`src/hdl/ippl_pkg.sv`:
```
`default_nettype none
package ippl_pkg;
    localparam int DEF_MAX_PAGES = 64;

    localparam logic [1:0] ACT_REGISTER   = 2'd0;
    localparam logic [1:0] ACT_UNREGISTER = 2'd1;
    localparam logic [1:0] ACT_LOOKUP     = 2'd2;

    localparam logic [1:0] ST_OK   = 2'd0;
    localparam logic [1:0] ST_FULL = 2'd1;
    localparam logic [1:0] ST_DUP  = 2'd2;

    localparam logic [31:0] CELL_INDEX_NONE = 32'hFFFF_FFFF;

    // controller to datapath
    typedef struct packed {
        logic load;       // capture input item, clear scan results
        logic scan_start; // clear scan index
        logic scan_step;  // read/compare one entry
        logic reg_write;  // write new entry at free slot
        logic unreg;      // invalidate matched entry
        logic fetch;      // read best entry
        logic hit_eval;   // check containment
        logic div_start;  // load divider
        logic div_step;   // one quotient bit
        logic finish;     // form result
    } ippl_cmd_t;

    // datapath to controller
    typedef struct packed {
        logic [1:0] action;
        logic       scan_last;
        logic       dup;
        logic       full;
        logic       match;
        logic       best_any;
        logic       hit;
        logic       cell_nz;
        logic       div_last;
    } ippl_stat_t;
endpackage
`default_nettype wire

```
`src/hdl/ippl_ctrl.sv`:
```
`default_nettype none
module ippl_ctrl
    import ippl_pkg::*;
(
    input  wire logic       clk,
    input  wire logic       rst_n,
    input  wire logic       in_fire,
    output logic            in_ready,
    output logic            out_valid,
    input  wire logic       out_ready,
    input  wire ippl_stat_t stat,
    output ippl_cmd_t       cmd
);
    typedef enum logic [3:0] {
        S_IDLE, S_SCAN, S_DECIDE, S_FETCH, S_EVAL, S_DIVST, S_DIV,
        S_FIN, S_OUT, S_WAIT
    } state_t;

    state_t state_reg, state_next;
    logic   ov_reg, ov_next;

    assign in_ready  = (state_reg == S_IDLE) && !ov_reg;
    assign out_valid = ov_reg;

    always_comb
    begin
        cmd = '0;
        state_next = state_reg;
        ov_next = ov_reg;
        if (ov_reg && out_ready)
        begin
            ov_next = 1'b0;
        end
        unique case (state_reg)
            S_IDLE:
            begin
                if (in_fire)
                begin
                    cmd.load = 1'b1;
                    cmd.scan_start = 1'b1;
                    state_next = S_SCAN;
                end
            end
            S_SCAN:
            begin
                cmd.scan_step = 1'b1;
                if (stat.scan_last)
                begin
                    cmd.scan_step = 1'b0;
                    state_next = S_DECIDE;
                end
            end
            S_DECIDE:
            begin
                state_next = S_FIN;
                if (stat.action == ACT_REGISTER && !stat.dup && !stat.full)
                begin
                    cmd.reg_write = 1'b1;
                end
                else if (stat.action == ACT_UNREGISTER && stat.match)
                begin
                    cmd.unreg = 1'b1;
                end
                else if (stat.action == ACT_LOOKUP && stat.best_any)
                begin
                    state_next = S_FETCH;
                end
            end
            S_FETCH:
            begin
                cmd.fetch = 1'b1;
                state_next = S_EVAL;
            end
            S_EVAL:
            begin
                cmd.hit_eval = 1'b1;
                state_next = S_DIVST;
            end
            S_DIVST:
            begin
                cmd.div_start = 1'b1;
                state_next = (stat.hit && stat.cell_nz) ? S_DIV : S_FIN;
            end
            S_DIV:
            begin
                cmd.div_step = 1'b1;
                if (stat.div_last)
                begin
                    state_next = S_WAIT;
                end
            end
            S_WAIT:
            begin
                state_next = S_FIN;
            end
            S_FIN:
            begin
                if (!ov_reg || out_ready)
                begin
                    cmd.finish = 1'b1;
                    state_next = S_OUT;
                end
            end
            S_OUT:
            begin
                ov_next = 1'b1;
                state_next = S_IDLE;
            end
            default:
            begin
                state_next = S_IDLE;
            end
        endcase
    end

    always_ff @(posedge clk or negedge rst_n)
    begin
        if (!rst_n)
        begin
            state_reg <= S_IDLE;
            ov_reg    <= 1'b0;
        end
        else
        begin
            state_reg <= state_next;
            ov_reg    <= ov_next;
        end
    end
endmodule
`default_nettype wire

```
`config.mk`:
```
export PLATFORM = sky130hd
export DESIGN_NAME = ippl_ctrl
export DESIGN_NICKNAME = d
export VERILOG_FILES = /design/src/hdl/ippl_pkg.sv /design/src/hdl/ippl_ctrl.sv
export SDC_FILE = /design/constraint.sdc
export NUM_CORES = 1
export LEC_CHECK = 0
export BUFFER_PORTS_ARGS = -buffer_cell sky130_fd_sc_hd__buf_2
export CORE_UTILIZATION = 30
export CTS_CLUSTER_DIAMETER = 120
export DETAILED_ROUTE_END_ITERATION = 10
export HOLD_SLACK_MARGIN = 0.15
export MAX_ROUTING_LAYER = met4
export SLEW_MARGIN = 10
export SYNTH_ARGS = -nofsm -noshare
export SYNTH_HDL_FRONTEND = slang
export SYNTH_SLANG_ARGS = --single-unit
```
`constraint.sdc`:
```
create_clock -name clk -period 1.5 [get_ports clk]
set_input_delay 0.075 -clock clk [delete_from_list [all_inputs] [get_ports clk]]
set_output_delay 0.075 -clock clk [all_outputs]
set_load 0.1 [all_outputs]
```
After elaboration in Yosys (flattened, before gate mapping)
Index checks and enable logic that the tools add are counted.
{ "totals": {"n_memories": 0, "output_inout_bits": 12, "ramBits": 0, "latchBits": 0, "rom_bits": 0, "regBits": 5, "wordCells": 57} }
{ "op_classes": {"n_shift": 0, "order_cmp": 0, "n_reduce_logical": 15, "n_bitwise": 0, "mux": 25, "mul": 0, "n_div": 0, "addsub": 0, "eq_ne": 15} }
{ "op_table": {"columns": ["op", "count"], "rows": [
  ["one-hot mux 4 bit (9 select lines)", 1],
  ["two-way mux 4 bit", 6],
  ["equality test 4 x 3 -> 1 bit (second input constant)", 4],
  ["two-way mux 1 bit", 14],
  ["equality test 4 x 2 -> 1 bit (second input constant)", 2],
  ["equality test 4 bit (second input constant)", 2],
  ["inequality test 2 bit (second input constant)", 4],
  ["logical AND 1 bit", 7],
  ["two-way mux 2 bit", 3],
  ["equality test 4 x 1 -> 1 bit (second input constant)", 1],
  ["logical NOT 4 bit", 1],
  ["AND reduction 4 bit", 1],
  ["logical NOT 1 bit", 3],
  ["two-way mux 3 bit", 1],
  ["equality test 2 x 1 -> 1 bit (second input constant)", 1],
  ["equality test 2 bit (second input constant)", 1],
  ["logical NOT 2 bit", 1],
  ["nonzero test 2 bit", 1],
  ["logical OR 1 bit", 1]
]} }

Depth between registers and ports, before layout
Gate-level depths: netlist (run 1).
{ "depth": {"ltp_word": 6, "mapped_depth": 4, "depth_no_buf": 3} }

Worst setup path before layout (run 1)
Ideal clock, no wire load.
{ "synth_path": {"kind": "flip-flop to output port", "from": "reg state_reg[3]", "to": "out cmd[3] in the netlist's numbering", "slack_ns": -1.188, "path_buffers": 0, "path_stages_with_launch": 3, "arrival_ns": 2.613, "required_ns": 1.425, "path_cell_list": "dfrtp_1 > nand2b_1 > nor3_1"} }
{ "synth_rtl": {"columns": ["item", "line_no", "rtl"], "rows": [
  ["start: declaration", "ippl_ctrl.sv:19", "state_t state_reg, state_next;"],
  ["start signal: assignment", "ippl_ctrl.sv:125", "state_reg <= state_next;"],
  ["end: declaration", "ippl_ctrl.sv:12", "output ippl_cmd_t cmd"]
]} }

==> impl_summary.txt, run 1 <==
----------------------------------------------------
[Outcome]
  Result of the run ... complete, but fails checks
  Violated checks ... negative setup slack

[Drt]
  Total routed wire length on the met1 layer ... approximately 620 um
  Detail Route met3 WL ... between 80 and 90 um
  Total wirelength of the detailed-routed design ... 1560 um
  Via density ... 5.23
  Top layer used by detailed routing ... met4
  Met2 wirelength from detailed routing ... about 840 um
  Antenna-violating nets left ... 0
  First-iteration detailed-routing DRC count ... 28
  Final routed DRC violation total ... 0
  Count of vias placed by the detailed router ... a little under 600
  Detailed-route wire length per cell ... 14.0 um
  Iteration count of the initial detailed-routing pass ... 4

[Floorplanning]
  Chip height ... 41.8 um
  Core region area ... 1380 um2
  Initial cell density of the core ... 34.3%
  Horizontal die dimension ... 41.8 um
  Rows ... 13
  IO Count ... 26
  Area of the die ... 1740 um2

[Synthesis]
  Distinct cells, synth ... 29
  Post-Syn Area per Cell ... 8.18 um2
  Syn_nets ... slightly above 70
  Netlist Area Pre-Place ... 474 um2
  Seq/Total Area, Yosys ... a little over a quarter
  Total of warnings raised by yosys ... 0
  Post-Synthesis Cells ... 58
  Synth Register Bits ... 5

[Worst setup path]
  Path depth of the worst reg2reg path ... 4
  Type of destination of the critical path ... primary output
  Required time reported for the critical path endpoint ... approximately 1.4 ns
  CP max stage cell ... sky130_fd_sc_hd__dfrtp_2
  Arr. time, crit path ... 1.46 ns
  Ordered list of cells on the worst path ... nor4_4, nor4b_4, buf_12
  Delay of the slowest cell on the worst path ... 0.45 ns
  Worst Path Class, Setup ... flip-flop to primary output
  Crit Path Max Fanout ... 7
  Sort of element at the start of the critical path ... flip-flop

[Placement]
  Number of port buffers ... 25
  Weighted congestion at the end of routability-driven global placement ... 0.855
  Post-DP HPWL ... 1090 um

[Global route]
  Pin count of the biggest net entering global routing ... 12
  Antenna violations before repair ... 0
  Aggregate global-route resource usage ... between 10% and 20%
  Overflow left after global routing ... 0
  Vias in the first global route ... 526
  First-pass GRT wire length ... about 2300 um

[Clock tree]
  CTS Buffer Depth ... 2
  Clock latency on the worst-skew pair ... approximately 0.23 ns
  Clock Root Buffer ... sky130_fd_sc_hd__clkbuf_4
  Clock edge transition at the registers on the reported setup and hold paths ... 0.04 ns
  Total clock buffers created by CTS ... 3
  Clock tree from TritonCTS ... built
  CTS H-tree lvls ... 1
  Clock sinks ... 5

[Layout]
  Antenna diode count ... 0
  Area Growth Syn to Fin ... 108%
  Number of nets in the final layout ... 111
  Share of the core filled with cells ... 71.3%
  Fraction of final layout cells with drive strength greater than 1 ... 68.8%
  Largest register FFs ... 4

[Timing]
  Normalized max-slew margin ... 68.0%
  Least-Margin Pin Slew ... about 0.48 ns
  Final Max Tran Viols ... 0
  Count of endpoints failing hold in the final timing report ... 0
  Final setup viols ... 2
  RSZ-0062 raised after global routing ... yes
  Worst clock skew ... 0.00193 ns
  Minimum clock period after layout ... about 1.5 ns
  Post-route fraction of the period consumed by the critical path ... 103%
  PnR worst setup slack ... -0.0376 ns
  Fmax ... roughly 650 MHz

[Min path]
  Hold/Removal Path Class ... primary input to flip-flop
  Number of cells on the worst hold path ... 3

[Job]
  Max-cap violation count ... 0

----------------------------------------------------
## metal layers
layer  GRT usage [%]  vias to the layer above
met5               -                        -
met1            21.8                      270
met2            29.4                       25
met3               0                        2
met4            5.81                        0
li1                -                      283
## layout by cell type (no fill, tap or decap), drive strengths merged
master       synthesis  layout
a211o                1       1
a21o                 1       1
a21oi                3       3
a31oi                1       1
and2b                1       1
and3                 2       2
buf                  5      37
clkbuf               0       5
dfrtp                5       5
dlygate4sd3          0       1
inv                  2       2
mux2i                1       1
nand2                3       3
nand2b               4       4
nand3                1       1
nand3b               2       2
nand4b               1       1
nor2                11      11
nor2b                2       2
nor3                 2       2
nor4                 1       1
nor4b                1       1
o211ai               1       1
o22a                 1       1
o311ai               2       2
o32ai                1       1
or3                  2       2
or3b                 1       1
## critical path: cells and delay by family (launching register included)
kind	cells	cell delay, ns
DFF	1	0.45
and+or+nand+nor	2	0.56
buffers and inverters	1	0.21
## timing repair
| action | 4_1_cts | 5_1_grt |
|---|---|---|
| setup endpoints to repair | 10 | 8 |
| resized for setup | 8 | 5 |
| hold buffers | 1 | 0 |
| buffers inserted | 5 | 3 |
| endpoints found under the hold margin | 5 | 0 |
| pin swaps | 1 | 2 |
## cell type report
| class | instances | area, um2 |
|---|---|---|
| fillers | 104 | 397 |
| well taps | 15 | 18.8 |
| repair buffers | 39 | 403 |
| flip-flops and latches | 5 | 131 |
| inverters | 2 | 7.51 |
| multi-input cells | 46 | 399 |
| clock buffers | 4 | 26.3 |
## metrics by stage
stage	TNS, ns	hold WS (ns)	cells	cell area [um2]	worst slack (ns)
global placement	0	-0.110	98	857	0.140
finish	-0.0508	0.170	111	986	-0.0376
detailed placement	0	-0.110	98	857	0.0938
CTS	-0.0687	0.155	108	948	-0.0416
floorplan	-0.842	-0.221	58	563	-0.413
global route	-0.179	0.177	111	986	-0.0987
## cell usage after synthesis
cell | count | area share [%]
sky130_fd_sc_hd__nand2_1 | 3 | 2.4
sky130_fd_sc_hd__or3_1 | 1 | 1.3
sky130_fd_sc_hd__mux2i_1 | 1 | 2.1
sky130_fd_sc_hd__nand3b_1 | 2 | 3.2
sky130_fd_sc_hd__o32ai_1 | 1 | 1.8
sky130_fd_sc_hd__a21oi_1 | 3 | 3.2
sky130_fd_sc_hd__a21o_1 | 1 | 1.6
sky130_fd_sc_hd__nor2b_1 | 2 | 2.6
sky130_fd_sc_hd__nor4_2 | 1 | 2.6
sky130_fd_sc_hd__nor2_1 | 11 | 8.7
sky130_fd_sc_hd__nand4b_1 | 1 | 1.8
sky130_fd_sc_hd__a31oi_1 | 1 | 1.3
sky130_fd_sc_hd__or3b_1 | 1 | 1.8
sky130_fd_sc_hd__buf_6 | 1 | 2.4
sky130_fd_sc_hd__nand3_1 | 1 | 1.1
sky130_fd_sc_hd__inv_1 | 2 | 1.6
sky130_fd_sc_hd__nor3_1 | 2 | 2.1
sky130_fd_sc_hd__nor4b_2 | 1 | 3.2
sky130_fd_sc_hd__and3_1 | 2 | 2.6
sky130_fd_sc_hd__a211o_1 | 1 | 1.8
sky130_fd_sc_hd__o22a_1 | 1 | 1.8
sky130_fd_sc_hd__dfrtp_1 | 5 | 26
sky130_fd_sc_hd__nand2b_2 | 1 | 1.8
sky130_fd_sc_hd__or3_4 | 1 | 2.4
sky130_fd_sc_hd__nand2b_1 | 3 | 4.0
sky130_fd_sc_hd__o211ai_2 | 1 | 2.6
sky130_fd_sc_hd__buf_4 | 4 | 6.3
sky130_fd_sc_hd__and2b_1 | 1 | 1.6
sky130_fd_sc_hd__o311ai_1 | 2 | 3.7
## worst paths after layout
kind                              start      endpoint  slack (ns)
max reg2reg                state_reg[0]  state_reg[2]        0.12
max                        state_reg[3]        cmd[6]       -0.04
min in group asynchronous         rst_n  state_reg[1]        0.18
min reg2reg                state_reg[1]     out_valid        0.73
max in group asynchronous         rst_n     out_valid        1.17
min                             in_fire  state_reg[0]        0.17
## kinds of logic after synthesis
family                 share of synthesized area [%]
AO/OA/AOI/OAI                                   17.9
multiplexers                                    2.11
flip-flops                                      26.4
buffers and inverters                           10.3
AND/OR/NAND/NOR                                 43.3
Power of run 1 is not shown: default switching activity piles up to over one toggle a cycle in this logic, so the estimate is an artifact.
==> run 2: changes to the inputs <==
--- a/config.mk
+++ b/config.mk
@@ -5,10 +5,10 @@
 export SDC_FILE = /design/constraint.sdc
 export NUM_CORES = 1
 export LEC_CHECK = 0
-export BUFFER_PORTS_ARGS = -buffer_cell sky130_fd_sc_hd__buf_2
 export CORE_UTILIZATION = 30
-export CTS_CLUSTER_DIAMETER = 120
+export CTS_CLUSTER_DIAMETER = 150
 export DETAILED_ROUTE_END_ITERATION = 10
+export DONT_BUFFER_PORTS = 1
 export HOLD_SLACK_MARGIN = 0.15
 export MAX_ROUTING_LAYER = met4
 export SLEW_MARGIN = 10
==> constraint.sdc (replaced) <==
create_clock -name clk -period 1.8 [get_ports clk]
set_input_delay 0.09 -clock clk [delete_from_list [all_inputs] [get_ports clk]]
set_output_delay 0.09 -clock clk [all_outputs]
set_load 0.1 [all_outputs]
==> run 2 against run 1 <==
Effect of this change:
- the flow now finishes without violations
- cell area down 22%
- utilization down 16 points
- flip-flop and latch count unchanged
- worst setup slack better by 0.14 ns
- sequential share of layout area up 3.3 points
- register-to-register slack better by 0.18 ns
- largest cell class is now multi-input combinational cells
- highest routed layer unchanged
==> impl_summary.txt, run 2 (synthesized netlist as in run 1, its figures left out) <==
----------------------------------------------------
[Worst setup path]
  Arr. time, crit path ... 1.61 ns (+0.15 ns)
  Reg-to-reg startpoint ... state_reg[3]
  Worst Path Class, Setup ... flip-flop to primary output
  Sort of element at the start of the critical path ... flip-flop
  Worst Setup SP ... state_reg[2]
  Required time reported for the critical path endpoint ... 1.71 ns (+0.29 ns)
  Type of destination of the critical path ... primary output
  Crit Path Max Fanout ... 15 (+8)
  Register-to-register path setup slack ... 0.30 ns (+0.18 ns)

[Clock tree]
  Clock edge transition at the registers on the reported setup and hold paths ... 0.04 ns (about the same)
  Clock tree from TritonCTS ... built
  Total clock buffers created by CTS ... 3 (unchanged)
  Clock Root Buffer ... sky130_fd_sc_hd__clkbuf_4
  CTS Buffer Depth ... 2 (unchanged)
  Clock sinks ... 5 (unchanged)
  Clock latency on the worst-skew pair ... 0.24 ns (about the same)
  CTS H-tree lvls ... 1 (unchanged)
  Post-CTS Setup Repair Bufs ... 0 (-5)

[Placement]
  Post-DP HPWL ... 873 um (-20%)
  Inst Count DP ... 80 (-18%)
  Weighted congestion at the end of routability-driven global placement ... 0.834 (-2.5%)
  Number of port buffers ... 0 (-100%)
  Post-place instance area ... 671 um2 (-22%)

[Layout]
  Largest register FFs ... 4 (unchanged)
  Top library cells by usage in the layout, fill and taps aside ... sky130_fd_sc_hd__dlygate4sd3_1, sky130_fd_sc_hd__buf_12, sky130_fd_sc_hd__nor2_2, sky130_fd_sc_hd__nor2_1, sky130_fd_sc_hd__buf_4
  Share of the core filled with cells ... 55.7% (-16 points)
  Number of nets in the final layout ... 91 (-18%)
  Antenna diode count ... 0 (unchanged)
  Filler Cells Inserted ... 119 (+14%)
  Area Growth Syn to Fin ... 62.3%
  Final Instance Area ... 769 um2 (-22%)
  Fraction of final layout cells with drive strength greater than 1 ... 39.5% (-29 points)
  Non-Filler Instances ... 91 (-18%)

[Timing]
  Post-route fraction of the period consumed by the critical path ... a little over nine tenths
  Count of endpoints failing hold in the final timing report ... 0 (unchanged)
  Least-Margin Pin Slew ... 0.358 ns (-0.126 ns)
  RSZ-0062 raised after global routing ... no
  Normalized max-slew margin ... 76.2% (+8.2 points)
  Worst clock skew ... 0.00456 ns (+0.00264 ns)
  Minimum clock period after layout ... 1.70 ns
  Final setup viols ... 0 (-2)
  Fmax ... between 500 and 600 MHz
  Final Max Tran Viols ... 0 (unchanged)

[Global route]
  First-pass GRT wire length ... 2100 um (-9.8%)
  GRT met1 Usage ... 21.0% (-0.80 points)
  Overflow left after global routing ... 0 (unchanged)
  Aggregate global-route resource usage ... 16.3% (-0.83 points)
  Antenna violations before repair ... 0 (unchanged)
  Pin count of the biggest net entering global routing ... 16 (+4)
  Routing usage on met3 ... 3.04% (+3.0 points)
  Layer with the highest usage after global routing ... met2
  Vias in the first global route ... 457 (-13%)
  Met2 routing resource usage after global routing ... 22.5% (-6.9 points)

[Drt]
  Count of vias placed by the detailed router ... 487 (-16%)
  Final routed DRC violation total ... 0 (unchanged)
  First-iteration detailed-routing DRC count ... 10 (-64%)
  Antenna-violating nets left ... 0 (unchanged)
  Iteration count of the initial detailed-routing pass ... 4 (unchanged)
  Via density ... 5.35 (+2.4%)
  Total wirelength of the detailed-routed design ... 1200 um (-23%)
  Detailed-route wire length per cell ... 13.2 um (-6.3%)

[Floorplanning]
  Rows ... 13 (unchanged)
  Initial cell density of the core ... 34.3% (unchanged)
  Chip height ... 41.8 um (unchanged)
  IO Count ... 26 (unchanged)
  Horizontal die dimension ... 41.8 um (unchanged)
  Area of the die ... 1740 um2 (unchanged)
  Core region area ... 1380 um2 (unchanged)

[Outcome]
  Result of the run ... finished, final reports clean

[Job]
  Max-cap violation count ... 0 (unchanged)

[Min path]
  Hold_sp ... stat[2]
  Hold/Removal Path Class ... primary input to flip-flop

----------------------------------------------------
## run 2: changes by cell type in the layout (fill, tap and decap cells not counted), moves of 4 or more
cell and change:
sky130_fd_sc_hd__buf_2 -14, sky130_fd_sc_hd__dlygate4sd3_1 +6, sky130_fd_sc_hd__buf_4 -5, sky130_fd_sc_hd__nor2_4 -5, sky130_fd_sc_hd__buf_12 -4
## run 2: metal layers
metal | part of all wire, % | vias up
met5 | 0 | -
met3 | 5.3 | 2
met4 | 1.2 | 0
li1 | - | 245
met1 | 43 | 223
met2 | 51 | 17
## run 2: final timing paths
kind                                endpoint  cells past startpoint
worst min register to register  state_reg[3]                      3
worst min-delay path            state_reg[0]                      3
worst max register to register  state_reg[2]                      3
worst max-delay path                  cmd[6]                      3
max in group asynchronous       state_reg[1]                      2
min in group asynchronous       state_reg[2]                      2
## run 2: repair_timing
item                       4_1_cts  5_1_grt
hold buffers                     7        0
hold endpoints to repair         9        0
gates resized for setup          1        1
setup endpoints to repair        1        3
gates cloned                     0        0
## run 2: cell type report
| class | instances | area, um2 | share of cell area [%] |
|---|---|---|---|
| Sequential cell | 5 | 128 | 16.6 |
| Inverter | 2 | 7.51 | 0.976 |
| Timing Repair Buffer | 19 | 248 | 32.2 |
| Clock buffer | 4 | 26.3 | 3.41 |
| Tap cell | 15 | 18.8 | 2.44 |
| Multi-Input combinational cell | 46 | 342 | 44.4 |
## run 2: through the flow
step / setup TNS [ns] / hold slack (ns) / worst slack [ns]
after global placement: 0 / -0.205 / 0.325
after global routing: 0 / 0.172 / 0.0115
after detailed placement: 0 / -0.205 / 0.256
after floorplan: -0.295 / -0.206 / -0.216
final: 0 / 0.164 / 0.102
after CTS: 0 / 0.151 / 0.0283
## run 2: critical path, stage by stage, from the launching register on
cell                      delay (ns)
sky130_fd_sc_hd__dfrtp_2        0.50
sky130_fd_sc_hd__nor4_2         0.33
sky130_fd_sc_hd__nor4b_4        0.32
sky130_fd_sc_hd__buf_12         0.22
Power of run 2 is left out for the same reason.
